File: src/sv/ptts_pkg.sv
// Shared types and constants for the periodic task tick scheduler.
`timescale 1ns / 1ps
`default_nettype none
package ptts_pkg;

  localparam int KIND_W     = 2;
  localparam int TASK_IDX_W = 4;
  localparam int FIELD_W    = 16;
  localparam int MASK_W     = 12;
  localparam int SLOT_ID_W  = 5;

  typedef enum logic [KIND_W-1:0] {
    KIND_TICK     = 2'd0,
    KIND_DISPATCH = 2'd1,
    KIND_CREATE   = 2'd2
  } kind_t;

  typedef struct packed {
    logic                  do_tick;
    logic                  do_dispatch;
    logic                  do_create;
    logic [TASK_IDX_W-1:0] task_index;
    logic                  start_running;
  } cell_ctrl_t;

  typedef struct packed {
    logic hi;
    logic lo;
  } seek_t;

endpackage
`default_nettype wire

File: src/sv/ptts_cell.sv
// One task slot: created flag, reload interval, countdown, ready flag and pick chain stage.
`timescale 1ns / 1ps
`default_nettype none
module ptts_cell import ptts_pkg::*; #(
  parameter int COUNT_WIDTH = 16,
  parameter int PTR_W       = 4,
  parameter int INDEX       = 0
) (
  input  wire logic                   clk,
  input  wire logic                   rst,
  input  wire cell_ctrl_t             ctrl,
  input  wire logic [PTR_W-1:0]       scan_pointer,
  input  wire logic [COUNT_WIDTH-1:0] interval_value,
  input  wire logic [COUNT_WIDTH-1:0] start_delay,
  input  wire seek_t                  seek_in,
  output seek_t                       seek_out,
  input  wire logic                   any_hi,
  output logic                        picked,
  output logic                        accepted,
  output logic                        ready_next
);

  logic                   created;
  logic                   ready;
  logic [COUNT_WIDTH-1:0] interval;
  logic [COUNT_WIDTH-1:0] countdown;

  logic                   created_next;
  logic [COUNT_WIDTH-1:0] interval_next;
  logic [COUNT_WIDTH-1:0] countdown_next;
  logic                   cand;
  logic                   geq;
  logic                   hit_hi;
  logic                   hit_lo;
  logic                   match;

  assign cand   = created & ready;
  assign geq    = scan_pointer <= PTR_W'(INDEX);
  assign hit_hi = seek_in.hi & cand & geq;
  assign hit_lo = seek_in.lo & cand;

  // Pass the search on unless this slot takes it.
  assign seek_out.hi = seek_in.hi & ~(cand & geq);
  assign seek_out.lo = seek_in.lo & ~cand;

  assign match    = SLOT_ID_W'(ctrl.task_index) == SLOT_ID_W'(INDEX);
  assign picked   = ctrl.do_dispatch & (any_hi ? hit_hi : hit_lo);
  assign accepted = ctrl.do_create & match & ~created;

  always_comb begin
    created_next   = created;
    ready_next     = ready;
    interval_next  = interval;
    countdown_next = countdown;
    if (ctrl.do_tick && countdown != '0) begin
      if (countdown == COUNT_WIDTH'(1)) begin
        countdown_next = interval;
        ready_next     = 1'b1;
      end else begin
        countdown_next = countdown - COUNT_WIDTH'(1);
      end
    end
    if (picked) begin
      ready_next = 1'b0;
    end
    if (accepted) begin
      created_next   = 1'b1;
      interval_next  = interval_value;
      countdown_next = start_delay;
      ready_next     = ctrl.start_running;
    end
  end

  always_ff @(posedge clk) begin
    if (rst) begin
      created   <= 1'b0;
      ready     <= 1'b0;
      countdown <= '0;
    end else begin
      created   <= created_next;
      ready     <= ready_next;
      countdown <= countdown_next;
    end
  end

  always_ff @(posedge clk) begin
    interval <= interval_next;
  end

endmodule
`default_nettype wire

File: src/sv/periodic_task_tick_scheduler.sv
// Top level of the periodic task tick scheduler: slot cells, pick encoder, result register.
//
// Usage:
//   Input channel (in_valid / in_stall) carries one request per beat: a tick that
//   steps every running countdown, a dispatch that picks the next ready task in
//   round-robin order, or a create that fills an empty slot.
//   Output channel (out_valid / out_stall) returns exactly one result per request:
//   task_valid and picked_task for a dispatch, create_accepted for a create, and
//   the ready_mask of slots 0 to 11 after the request in every case.
//   The result is registered at the edge after acceptance. One request per cycle
//   is taken unless a held result stalls; every slot cell updates in parallel and
//   the round-robin pick ripples through the cell chain in the same cycle, so the
//   chain length (TASK_SLOTS cells) sets the critical path.
//   While the receiver stalls a held result, the input stalls too and all slot
//   state holds; a request is taken in the same cycle the held result leaves.
//   Synchronous reset clears every slot (not created, not ready, countdown zero),
//   the scan pointer and the output valid flag (the result payload is not reset).
`timescale 1ns / 1ps
`default_nettype none
module periodic_task_tick_scheduler import ptts_pkg::*; #(
  parameter int TASK_SLOTS  = 12,
  parameter int COUNT_WIDTH = 16
) (
  input  wire logic                  clk,
  input  wire logic                  rst,
  input  wire logic                  in_valid,
  output logic                       in_stall,
  input  wire logic [KIND_W-1:0]     kind,
  input  wire logic [TASK_IDX_W-1:0] task_index,
  input  wire logic [FIELD_W-1:0]    interval_value,
  input  wire logic [FIELD_W-1:0]    start_delay,
  input  wire logic                  start_running,
  output logic                       out_valid,
  input  wire logic                  out_stall,
  output logic                       task_valid,
  output logic [TASK_IDX_W-1:0]      picked_task,
  output logic [MASK_W-1:0]          ready_mask,
  output logic                       create_accepted
);

  localparam int PTR_W = (TASK_SLOTS > 1) ? $clog2(TASK_SLOTS) : 1;

  logic                   go;
  cell_ctrl_t             ctrl;
  logic [COUNT_WIDTH-1:0] itv;
  logic [COUNT_WIDTH-1:0] dly;
  logic [PTR_W-1:0]       scan_pointer;
  logic [PTR_W-1:0]       scan_pointer_next;
  seek_t                  seek [TASK_SLOTS+1];
  logic                   any_hi;
  logic [TASK_SLOTS-1:0]  pick_vec;
  logic [TASK_SLOTS-1:0]  accept_vec;
  logic [TASK_SLOTS-1:0]  ready_vec;
  logic [SLOT_ID_W-1:0]   pick_id;
  logic                   found;
  logic [MASK_W-1:0]      mask_next;

  // Hold the input whenever a finished result is still waiting.
  assign in_stall = out_valid & out_stall;
  assign go       = in_valid & ~in_stall;

  assign ctrl.do_tick       = go & (kind == KIND_TICK);
  assign ctrl.do_dispatch   = go & (kind == KIND_DISPATCH);
  assign ctrl.do_create     = go & (kind == KIND_CREATE);
  assign ctrl.task_index    = task_index;
  assign ctrl.start_running = start_running;

  // Keep the low COUNT_WIDTH bits of the timing fields (zero-extend if wider).
  assign itv = COUNT_WIDTH'(interval_value);
  assign dly = COUNT_WIDTH'(start_delay);

  // Search starts open in both passes: first from the pointer upward, then from slot 0.
  assign seek[0].hi = 1'b1;
  assign seek[0].lo = 1'b1;
  assign any_hi     = ~seek[TASK_SLOTS].hi;

  for (genvar i = 0; i < TASK_SLOTS; i++) begin : g_cell
    ptts_cell #(
      .COUNT_WIDTH(COUNT_WIDTH),
      .PTR_W      (PTR_W),
      .INDEX      (i)
    ) u_cell (
      .clk           (clk),
      .rst           (rst),
      .ctrl          (ctrl),
      .scan_pointer  (scan_pointer),
      .interval_value(itv),
      .start_delay   (dly),
      .seek_in       (seek[i]),
      .seek_out      (seek[i+1]),
      .any_hi        (any_hi),
      .picked        (pick_vec[i]),
      .accepted      (accept_vec[i]),
      .ready_next    (ready_vec[i])
    );
  end

  // Encode the one-hot pick into a slot number.
  always_comb begin
    pick_id = '0;
    for (int i = 0; i < TASK_SLOTS; i++) begin
      if (pick_vec[i]) begin
        pick_id = pick_id | SLOT_ID_W'(i);
      end
    end
  end

  assign found = |pick_vec;

  // Advance the pointer just past the dispatched slot, wrapping at the last slot.
  always_comb begin
    scan_pointer_next = scan_pointer;
    if (found) begin
      if (pick_id == SLOT_ID_W'(TASK_SLOTS - 1)) begin
        scan_pointer_next = '0;
      end else begin
        scan_pointer_next = PTR_W'(pick_id + SLOT_ID_W'(1));
      end
    end
  end

  // Report only the first twelve slots; missing slots read as not ready.
  for (genvar b = 0; b < MASK_W; b++) begin : g_mask
    if (b < TASK_SLOTS) begin : g_live
      assign mask_next[b] = ready_vec[b];
    end else begin : g_none
      assign mask_next[b] = 1'b0;
    end
  end

  always_ff @(posedge clk) begin
    if (rst) begin
      scan_pointer <= '0;
      out_valid    <= 1'b0;
    end else begin
      scan_pointer <= scan_pointer_next;
      if (go) begin
        out_valid <= 1'b1;
      end else if (!out_stall) begin
        out_valid <= 1'b0;
      end
    end
  end

  // Result payload: load on every accepted request, hold otherwise.
  always_ff @(posedge clk) begin
    if (go) begin
      task_valid      <= found;
      picked_task     <= TASK_IDX_W'(pick_id);
      ready_mask      <= mask_next;
      create_accepted <= |accept_vec;
    end
  end

endmodule
`default_nettype wire

File: config.mk
export PLATFORM = sky130hd
export DESIGN_NAME = periodic_task_tick_scheduler
export DESIGN_NICKNAME = d
export VERILOG_FILES = /design/src/sv/ptts_pkg.sv /design/src/sv/ptts_cell.sv /design/src/sv/periodic_task_tick_scheduler.sv
export SDC_FILE = /design/constraint.sdc
export NUM_CORES = 1
export LEC_CHECK = 0
export BUFFER_PORTS_ARGS = -buffer_cell sky130_fd_sc_hd__buf_4
export CAP_MARGIN = 20
export CORE_ASPECT_RATIO = 2
export CORE_MARGIN = 2
export CORE_UTILIZATION = 35
export DETAILED_ROUTE_END_ITERATION = 10
export HOLD_SLACK_MARGIN = 0.06
export PLACE_DENSITY = 0.5
export SLEW_MARGIN = 20
export SYNTH_ARGS = -nofsm -noshare
export SYNTH_HDL_FRONTEND = slang
export SYNTH_SLANG_ARGS = --single-unit
File: constraint.sdc
create_clock -name clk -period 7.4 [get_ports clk]
set_clock_uncertainty 0.2 [all_clocks]
set_input_delay 0.37 -clock clk [delete_from_list [all_inputs] [get_ports clk]]
set_output_delay 0.37 -clock clk [all_outputs]
set_load 0.05 [all_outputs]
==> results of run 1 <==
[layout by cell type (no fill, tap or decap), types with 47 or more instances in the layout]
cell,instances
dfxtp_1,221
xnor2_1,89
nor2_1,362
a221oi_1,128
nor4_1,56
a211oi_1,120
a21oi_1,94
xor2_1,47
nand2_1,149
a22oi_1,58
buf_4,98
edfxtp_1,210
[power breakdown]
part	internal, W	leakage (nW)	switching (W)
combinational	0.00328	4.00	0.00440
clock	0.00128	0.697	0.000975
sequential	0.00298	3.70	0.000579
[worst paths after layout]
| check | start | end | slack [ps] | depth (start not counted) |
|---|---|---|---|---|
| worst max-delay path | in_valid | scan_pointer[2] | 3230 | 14 |
| worst min-delay path | start_delay[11] | g_cell[9].u_cell.countdown[11] | 90 | 3 |
| worst max register to register | out_valid | scan_pointer[2] | 3310 | 12 |
| worst min register to register | g_cell[7].u_cell.countdown[7] | g_cell[7].u_cell.countdown[7] | 270 | 2 |
[layout make-up]
type | instances | share of cell area, %
Sequential cell | 431 | 45.16
Clock inverter | 19 | 0.7530
Tap cell | 768 | 4.044
Inverter | 32 | 0.5055
Clock buffer | 59 | 5.218
Timing Repair Buffer | 129 | 4.449
Multi-Input combinational cell | 1518 | 39.87
[per-layer routing]
layer,vias up,global-route usage [%],part of all wire (%)
met5,-,0,0
met3,138,2.013,3.9
met4,0,12.09,5.5
met1,8563,26.16,40
li1,8042,-,-
met2,455,40.24,51
[state kept, by name, summed over array words and instances (netlist names)]
signal / cells
g_cell.u_cell.created: 12
out_valid: 1
create_accepted: 1
g_cell.u_cell.ready: 12
picked_task: 4
ready_mask: 12
g_cell.u_cell.interval: 192
scan_pointer: 4
g_cell.u_cell.countdown: 192
task_valid: 1
[worst register-to-register path, stage by stage, from the launching register on]
cell	delay, ps
dfxtp_1	330
a21boi_2	730
buf_4	330
nand3b_1	260
a21oi_1	660
nand3_1	190
a31oi_1	420
nor2_1	100
nand3_1	130
ha_1	260
mux2_2	190
nand3_1	70
a21oi_1	160
[per-stage QoR]
stage,setup slack [ps],cells
final,3229,2956
after global routing,2851,2956
after CTS,3139,2955
after detailed placement,3087,2848
after global placement,3076,2848
after floorplan,3695,2135
[cell families (layout without fill, tap and decap cells)]
kind of cell / count (synthesis) / in the layout
adder cells (fa/ha/maj): 25 / 25
AND/OR/NAND/NOR: 801 / 801
multiplexers: 2 / 2
flip-flops: 431 / 431
AO/OA/AOI/OAI: 554 / 554
XOR/XNOR: 136 / 136
buffers and inverters: 186 / 239
==> flow_metrics.env, run 1 <==
export IMPL_die_width_um=176.6
export IMPL_syn_num_nets=2203
export IMPL_synthMuxAreaShare_pct=0.1080
export IMPL_slew_headroom_pct=33.54
export IMPL_setup_viol=0
export IMPL_cp_slowest_stage_delay_ps=700
export IMPL_grt_max_degree=93
export IMPL_routed_wl_mm=69.96
export IMPL_critPathBufInv=3
export IMPL_antenna_cells=0
export IMPL_yosys_area_top_type_share_pct=30.23
export IMPL_power_density_mw_per_mm2=567.8
export IMPL_synth_most_common_cell="nor2_1"
export IMPL_synth_cells=2135
export IMPL_core_area_mm2=0.05896
export IMPL_cts_resized=0
export IMPL_synth_commonest_cells="368 x nor2_1, 221 x dfxtp_1, 210 x edfxtp_1"
export IMPL_ys_top_cells_by_area="edfxtp_1 30%, dfxtp_1 21%, nor2_1 6.6%"
export IMPL_synth_edf_count=210
export IMPL_drive_above_1_share_pct=9.506
export IMPL_ir_drop_uv=259.8
export IMPL_syn_area_mm2=0.02086
export IMPL_ctsHoldBuffers=29
export IMPL_p_leak_nw=8.393
export IMPL_gp_congestion=0.8714
export IMPL_regArea_mm2=0.01073
export IMPL_numClockSinks=431
export IMPL_worstSetupPathType="in2reg"
export IMPL_yosysWarningCount=0
export IMPL_path_clk_slew_ps=70
export IMPL_max_cap_viol_count=0
export IMPL_final_area_mm2=0.02376
export IMPL_synth_compound_area_share_pct=19.69
export IMPL_synthFlopType="dfxtp_1"
export IMPL_cts_buffers=42
export IMPL_path_common_cell="nand3_1"
export IMPL_yosysTopAreaCell="edfxtp_1"
export IMPL_viasPerCell=5.818
export IMPL_rsz0062_at_grt="false"
export IMPL_finalMaxSlewViolations=0
export IMPL_nets=2222
export IMPL_tightest_slew_ps=996.8
export IMPL_p_total_w=0.01349
export IMPL_fmax_mhz=239.8
export IMPL_io_buffers=62
export IMPL_firstDrtPassIters=5
export IMPL_cts_tree="yes"
export IMPL_drt_iter0_drc=1210
export IMPL_rows=126
export IMPL_routedWlPerCell_um=23.67
export IMPL_syn_area_per_cell_um2=9.770
export IMPL_insertion_delay_ps=580
export IMPL_vias=17200
export IMPL_hp_class="in2reg"
export IMPL_clockBufferDepth=3
export IMPL_die_y_um=349.3
export IMPL_seq_area_frac_synth_pct=51.44
export IMPL_cts_root_buf="clkbuf_16"
export IMPL_post_synth_xor_area_fraction_pct=5.710
export IMPL_path_cells="dlygate4sd3_1 -> buf_4 -> a21boi_2 -> buf_4 -> nand3b_1 -> a21oi_1 -> nand3_1 -> a31oi_1 -> nor2_1 -> nand3_1 -> ha_1 -> mux2_2 -> nand3_1 -> a21oi_1"
export IMPL_multi_input_area_mm2=0.009474
export IMPL_synth_top_family_by_area="compound AO/OA/AOI/OAI gates"
export IMPL_ant_nets=0
export IMPL_start_util_pct=35.38
export IMPL_grt_pass1_wl_mm=104.8
export IMPL_die_area_mm2=0.06169
export IMPL_min_period_ps=4171
export IMPL_yosysUniqueCellTypes=75
export IMPL_overflow=0
export IMPL_grt_use_total_pct=22.46
export IMPL_end_kind="register"
export IMPL_synth_seq_cells=431
export IMPL_worstPathArrival_ps=4460
export IMPL_period_share_pct=56.36
export IMPL_io_pin_count=63
export IMPL_crit_fanout=12
export IMPL_grt_pass1_vias=17070
export IMPL_synthAdderAreaFrac_pct=1.500
export IMPL_cts_setup_buffers=0
export IMPL_holdWs_ps=86.32
export IMPL_placed_cell_area_mm2=0.02202
export IMPL_area_growth_syn_to_layout_pct=13.91
export IMPL_dp_hpwl_mm=43.68
export IMPL_status="complete, no violations"
export IMPL_drcViolationCount=0
export IMPL_hold_viol=0
export IMPL_final_util_pct=40.30
export IMPL_synth_simple_gate_area_share_pct=18.02
export IMPL_crit_slowest_cell="a21boi_2"
export IMPL_final_setup_tns_ps=0
export IMPL_path_delay_family="compound AO/OA/AOI/OAI gates"
export IMPL_grt_antenna_before_repair=0
export IMPL_htreeDepth=2
export IMPL_critPathRequiredTime_ps=7690
export IMPL_nFillCells=5825
export IMPL_synthArstFlopShare_pct=0
export IMPL_worst_setup_path_start_kind="input pin"
No activity file was read; power rests on OpenSTA's default activity.
==> inputs of run 2 (changes only) <==
==> constraint.sdc (replaced) <==
create_clock -name clk -period 4.15 [get_ports clk]
set_clock_uncertainty 0.2 [all_clocks]
set_input_delay 0.2075 -clock clk [delete_from_list [all_inputs] [get_ports clk]]
set_output_delay 0.2075 -clock clk [all_outputs]
set_load 0.05 [all_outputs]
==> run 2 against run 1 <==
Net effect: sequential share of layout area is 0.64 points lower; routed wire length increased by 2.1%; non-clock buffer count rose by 44; critical endpoint unchanged.
==> flow_metrics.env, run 2 (same netlist as run 1, synthesis figures left out) <==
export IMPL_final_util_pct=40.88
export IMPL_rsz0062_at_grt="false"
export IMPL_holdWs_ps=123.3
export IMPL_grt_antenna_before_repair=2
export IMPL_worstSetupPathType="reg2reg"
export IMPL_io_buffers=62
export IMPL_ant_nets=0
export IMPL_cp_slowest_stage_delay_ps=600
export IMPL_final_common_cell="nor2_1"
export IMPL_worst_setup_path_start_kind="register"
export IMPL_rows=126
export IMPL_met1_usage_pct=27.75
export IMPL_power_density_mw_per_mm2=999.1
export IMPL_use_met3_pct=2.274
export IMPL_overflow=0
export IMPL_routedWlPerCell_um=23.81
export IMPL_path_cells="or2_2 -> nor2_1 -> nor4b_4 -> a31oi_1 -> o31ai_1 -> or4b_1 -> ha_1 -> mux2_2 -> nand3_1 -> a21oi_1"
export IMPL_cts_root_buf="clkbuf_16"
export IMPL_start_util_pct=35.38
export IMPL_cts_buffers=42
export IMPL_placed_cell_area_mm2=0.02228
export IMPL_status="complete, no violations"
export IMPL_nets=2266
export IMPL_finalMaxSlewViolations=0
export IMPL_grt_use_total_pct=22.93
export IMPL_crit_fanout=12
export IMPL_area_growth_syn_to_layout_pct=15.55
export IMPL_tightest_slew_ps=1052
export IMPL_p_total_w=0.02408
export IMPL_insertion_delay_ps=570
export IMPL_vias=17500
export IMPL_ir_drop_uv=396.6
export IMPL_drive_above_1_share_pct=10.26
export IMPL_viasPerCell=5.834
export IMPL_max_cap_viol_count=0
export IMPL_mostFrequentLayoutCells="363 x nor2_1, 221 x dfxtp_1, 210 x edfxtp_1, 149 x nand2_1, 128 x a221oi_1"
export IMPL_firstDrtPassIters=5
export IMPL_worstPathArrival_ps=3680
export IMPL_end_kind="register"
export IMPL_grt_pass1_wl_mm=106.3
export IMPL_routed_wl_mm=71.44
export IMPL_die_width_um=176.6
export IMPL_clockBufferDepth=3
export IMPL_top_regs="g_cell.u_cell.countdown x192, g_cell.u_cell.interval x192"
export IMPL_hold_viol=0
export IMPL_slew_headroom_pct=29.86
export IMPL_io_pin_count=63
export IMPL_min_period_ps=3475
export IMPL_drt_iter0_drc=1446
export IMPL_final_setup_tns_ps=0
export IMPL_final_area_mm2=0.02410
export IMPL_setup_viol=0
export IMPL_cts_tree="yes"
export IMPL_cts_setup_buffers=0
export IMPL_grt_busiest_layer="met2"
export IMPL_p_leak_nw=8.555
export IMPL_gp_congestion=0.9065
export IMPL_period_share_pct=83.73
export IMPL_grt_pass1_vias=17010
export IMPL_drcViolationCount=0
export IMPL_gr_usage_met2_pct=40.59
export IMPL_fmax_mhz=287.8
export IMPL_numClockSinks=431
export IMPL_crit_slowest_cell="or4b_1"
export IMPL_core_area_mm2=0.05896
export IMPL_critPathRequiredTime_ps=4350
export IMPL_dp_hpwl_mm=45.93
export IMPL_htreeDepth=2
export IMPL_die_y_um=349.3
export IMPL_grt_max_degree=109
export IMPL_die_area_mm2=0.06169
export IMPL_hp_class="in2reg"
export IMPL_path_clk_slew_ps=60
==> run 2: cell count changes in the layout (fill, tap and decap cells not counted), sizes merged <==
cell | before | now
inv | 34 | 33
buf | 100 | 127
clkinv | 13 | 10
clkbuf | 59 | 61
dlygate4sd3 | 29 | 46
diode | 0 | 1
clkinvlp | 1 | 3
bufinv | 3 | 2
==> run 2: what timing repair did <==
| action | CTS | global route |
|---|---|---|
| hold buffers | 46 | 0 |
| setup endpoints to repair | 0 | 0 |
| hold endpoints to repair | 407 | 0 |
| gates resized for setup | 0 | 0 |
==> run 2: critical path: cells and delay by family, from the launching register on <==
kind	cells	cell delay, ps
flip-flops	1	470
adder cells (fa/ha/maj)	1	290
AO/OA/AOI/OAI	3	520
AND/OR/NAND/NOR	5	1540
multiplexers	1	280
==> run 2: area by class of cell <==
cell class                      instances  area, um^2
Antenna cell                            1       2.502
Clock buffer                           61        1216
Clock inverter                         16       146.4
Fill cell                            5818       34860
Inverter                               32       120.1
Multi-Input combinational cell       1518        9459
Sequential cell                       431       10730
Tap cell                              768       960.9
Timing Repair Buffer                  173        1468
==> run 2: where the power goes <==
part           leakage, nW  switching, W  total, W  internal, W
Sequential            3.70       0.00103   0.00633      0.00531
Combinational         4.19       0.00788    0.0138      0.00596
Clock                0.663       0.00173   0.00391      0.00218
==> run 2: worst paths after layout <==
| check | start | to | slack, ps | depth (start not counted) |
|---|---|---|---|---|
| worst max-delay path | scan_pointer[2] | scan_pointer[2] | 680 | 10 |
| worst min-delay path | kind[0] | g_cell[5].u_cell.created | 120 | 7 |
| worst max register to register | scan_pointer[2] | scan_pointer[2] | 680 | 10 |
| worst min register to register | g_cell[1].u_cell.countdown[1] | g_cell[1].u_cell.countdown[1] | 280 | 2 |
==> run 2: metal layers <==
metal,vias up,share of wire (%)
li1,8111,-
met4,0,4.8
met2,484,51
met5,-,0
met3,157,4.2
met1,8749,40
==> run 2: stage by stage <==
stage	setup slack (ps)	instances
after floorplan	444.6	2135
after global placement	667.7	2875
after detailed placement	637.0	2876
after CTS	628.5	2999
after global routing	436.4	2999
final	675.1	3000
==> inputs of run 3 (changes only) <==
--- a/config.mk
+++ b/config.mk
@@ -5,6 +5,7 @@
 export SDC_FILE = /design/constraint.sdc
 export NUM_CORES = 1
 export LEC_CHECK = 0
+export ABC_AREA = 1
 export BUFFER_PORTS_ARGS = -buffer_cell sky130_fd_sc_hd__buf_4
 export CAP_MARGIN = 20
 export CORE_ASPECT_RATIO = 2
@@ -12,7 +13,7 @@
 export CORE_UTILIZATION = 35
 export DETAILED_ROUTE_END_ITERATION = 10
 export HOLD_SLACK_MARGIN = 0.06
-export PLACE_DENSITY = 0.5
+export PLACE_DENSITY = 0.52
 export SLEW_MARGIN = 20
 export SYNTH_ARGS = -nofsm -noshare
 export SYNTH_HDL_FRONTEND = slang
==> constraint.sdc (replaced) <==
create_clock -name clk -period 2.86 [get_ports clk]
set_clock_uncertainty 0.2 [all_clocks]
set_input_delay 0.143 -clock clk [delete_from_list [all_inputs] [get_ports clk]]
set_output_delay 0.143 -clock clk [all_outputs]
set_load 0.05 [all_outputs]
==> run 3 against run 2 <==
Net effect: the flow now finishes with violations (setup timing); count of clock-buffer cells in the layout shrank 1; synthesized cell count grew 21%; sequential share of layout area shrank 3.1 points; fmax grew 19%; area after synthesis grew 3.7%; worst setup slack lost 730 ps; combinational power grew 38%; utilization grew 1.7 points; critical path depth grew 8; routed wire length grew 14%; critical path type unchanged.
==> flow_metrics.env, run 3 <==
export IMPL_io_pin_count=63
export IMPL_tightest_slew_ps=842.7
export IMPL_placed_cell_area_mm2=0.02385
export IMPL_die_y_um=355.5
export IMPL_synth_edf_count=210
export IMPL_ant_nets=0
export IMPL_worstHoldStart="in_valid"
export IMPL_insertion_delay_ps=570
export IMPL_crit_slowest_cell="dfxtp_4"
export IMPL_rsz0062_at_grt="true"
export IMPL_synthFlopType="dfxtp_1"
export IMPL_die_area_mm2=0.06390
export IMPL_synth_cells=2582
export IMPL_dp_hpwl_mm=54.94
export IMPL_routed_wl_mm=81.34
export IMPL_start_util_pct=35.44
export IMPL_routedWlPerCell_um=22.58
export IMPL_io_buffers=62
export IMPL_seq_area_frac_synth_pct=49.62
export IMPL_grt_use_total_pct=24.90
export IMPL_critPathBufInv=1
export IMPL_min_period_ps=2914
export IMPL_finalMaxSlewViolations=0
export IMPL_rows=128
export IMPL_syn_num_nets=2650
export IMPL_finalWorstSetupSlack_ps=-53.83
export IMPL_synth_seq_cells=431
export IMPL_syn_area_per_cell_um2=8.375
export IMPL_numClockSinks=431
export IMPL_clockBufferDepth=3
export IMPL_grt_antenna_before_repair=5
export IMPL_worst_r2r_endpoint="scan_pointer[2]"
export IMPL_hold_path_endpoint="ready_mask[11]"
export IMPL_yosysTopAreaCell="edfxtp_1"
export IMPL_instances_no_fill=3602
export IMPL_yosys_area_top_type_share_pct=29.16
export IMPL_p_total_w=0.03357
export IMPL_grt_pass1_vias=19650
export IMPL_grt_pass1_wl_mm=120.6
export IMPL_drive_above_1_share_pct=14.00
export IMPL_period_share_pct=101.9
export IMPL_vias=19850
export IMPL_cts_root_buf="clkbuf_16"
export IMPL_hold_viol=0
export IMPL_path_clk_slew_ps=70
export IMPL_path_cells="nor2_4 -> nand3_2 -> nand2_2 -> nor2_4 -> nand4_4 -> nor2_4 -> nand4_4 -> nor2_8 -> nand3_2 -> nand3_2 -> nand2_4 -> or3_4 -> ha_4 -> inv_1 -> o21ai_0 -> nand2_1 -> nand3_1 -> a21oi_1"
export IMPL_max_cap_viol_count=0
export IMPL_final_area_mm2=0.02597
export IMPL_top_regs="g_cell.u_cell.countdown x192, g_cell.u_cell.interval x192"
export IMPL_power_density_mw_per_mm2=1293
export IMPL_ff2ff_path_depth=18
export IMPL_cts_buffers=41
export IMPL_critPathRequiredTime_ps=3150
export IMPL_worstSetupPathType="reg2reg"
export IMPL_yosysUniqueCellTypes=57
export IMPL_end_kind="register"
export IMPL_area_growth_syn_to_layout_pct=20.08
export IMPL_synth_commonest_cells="494 x nand2_1, 370 x nor2_1, 254 x inv_1"
export IMPL_status="complete, but fails checks"
export IMPL_firstDrtPassIters=6
export IMPL_ir_drop_uv=482.8
export IMPL_rr_startpoint="scan_pointer[1]"
export IMPL_synthArstFlopShare_pct=0
export IMPL_grt_max_degree=102
export IMPL_cp_slowest_stage_delay_ps=430
export IMPL_post_place_cells=3471
export IMPL_slew_headroom_pct=43.47
export IMPL_whs_path_depth=4
export IMPL_violations="setup timing"
export IMPL_synth_most_common_cell="nand2_1"
export IMPL_cts_tree="yes"
export IMPL_crit_path_start="scan_pointer[1]"
export IMPL_hp_class="in2reg"
export IMPL_htreeDepth=2
export IMPL_drt_iter0_drc=1624
export IMPL_viasPerCell=5.511
export IMPL_core_area_mm2=0.06102
export IMPL_nets=2856
export IMPL_yosysWarningCount=0
export IMPL_crit_fanout=8
export IMPL_drcViolationCount=0
export IMPL_path_delay_family="simple AND/OR/NAND/NOR gates"
export IMPL_setup_viol=2
export IMPL_worst_setup_path_start_kind="register"
export IMPL_r2r_slack_ps=-50
export IMPL_p_leak_nw=10.32
export IMPL_gp_congestion=0.8904
export IMPL_die_width_um=179.8
export IMPL_overflow=0
export IMPL_final_util_pct=42.55
export IMPL_syn_area_mm2=0.02162
export IMPL_mostFrequentLayoutCells="487 x nand2_1, 360 x nor2_1, 251 x inv_1, 222 x buf_4, 214 x dfxtp_1"
export IMPL_fmax_mhz=343.2
export IMPL_final_common_cell="nand2_1"
export IMPL_worstPathArrival_ps=3210
export IMPL_ys_top_cells_by_area="edfxtp_1 29%, dfxtp_1 20%, nand2_1 8.6%"
==> run 3: cell types whose count changed after synthesis, moves of 47 or more <==
| cell | delta |
|---|---|
| a211oi_1 | -106 |
| a221oi_1 | -76 |
| a22oi_1 | -57 |
| a31oi_1 | +104 |
| clkbuf_1 | -47 |
| inv_1 | +222 |
| nand2_1 | +345 |
| nand3_1 | +82 |
| o211ai_1 | +49 |
| o21ai_0 | +94 |
| xnor2_1 | -58 |
==> run 3: layer usage <==
metal	global-route usage [%]	share of wire [%]	vias up
met2	46.64	52	613
met4	12.68	5.4	0
li1	-	-	9398
met3	2.351	4.7	163
met1	27.84	38	9676
met5	0	0	-
==> run 3: through the flow <==
step	setup TNS, ps	hold slack, ps	setup slack [ps]
6_report	-68.62	91.95	-53.83
5_1_grt	-376.4	112.9	-191.4
4_1_cts	-103.5	66.81	-84.93
3_5_place_dp	-1585	248.2	-354.6
3_3_place_gp	-979.0	235.7	-317.9
2_1_floorplan	0	41.87	6.372
==> run 3: final cells by class <==
type	instances	area [um^2]
Clock inverter	16	193.9
Sequential cell	431	10750
Multi-Input combinational cell	1776	9641
Fill cell	6079	35050
Antenna cell	1	2.502
Clock buffer	60	1220
Inverter	270	1020
Tap cell	780	975.9
Timing Repair Buffer	268	2165
==> run 3: cells by family (layout without fill, tap and decap cells) <==
kind of cell	Yosys count	in the layout	share of synthesized area [%]
simple gates	1112	1112	22.20
buf+inv	375	614	6.805
flops	431	431	49.62
compound gates	575	575	17.33
fa+ha+maj	25	25	1.447
xor+xnor	64	64	2.592
other cells	0	1	0
==> run 3: power breakdown <==
part / internal [W] / switching, W / leakage, nW
Combinational: 0.00712 / 0.0119 / 5.93
Clock: 0.00334 / 0.00252 / 0.689
Sequential: 0.00761 / 0.00113 / 3.70
==> run 3: repair_timing <==
action                     CTS  global route
cloned                       0             1
setup endpoints to repair   11            34
hold buffers                39             0
hold endpoints to repair   379             0
pin swaps                    4            25
gates resized for setup     24            32
setup buffers                4            10
==> run 3: how the worst max path moves through the flow <==
stage / cells past startpoint / slack [ps] / endpoint
after CTS: 18 / -80 / scan_pointer[2]
after global placement: 18 / -320 / scan_pointer[2]
after detailed placement: 18 / -350 / scan_pointer[2]
final: 18 / -50 / scan_pointer[2]
after global routing: 18 / -190 / scan_pointer[2]
after floorplan: 7 / 6 / g_cell[1].u_cell.interval[0]
==> run 3: worst reg2reg max path: stages (launching register included) <==
cell and delay [ps]:
dfxtp_4 430, nor2_4 80, nand3_2 100, nand2_2 80
nor2_4 110, nand4_4 110, nor2_4 150, nand4_4 120
nor2_8 200, nand3_2 110, nand3_2 100, nand2_4 60
or3_4 410, ha_4 190, inv_1 50, o21ai_0 70
nand2_1 80, nand3_1 70, a21oi_1 130
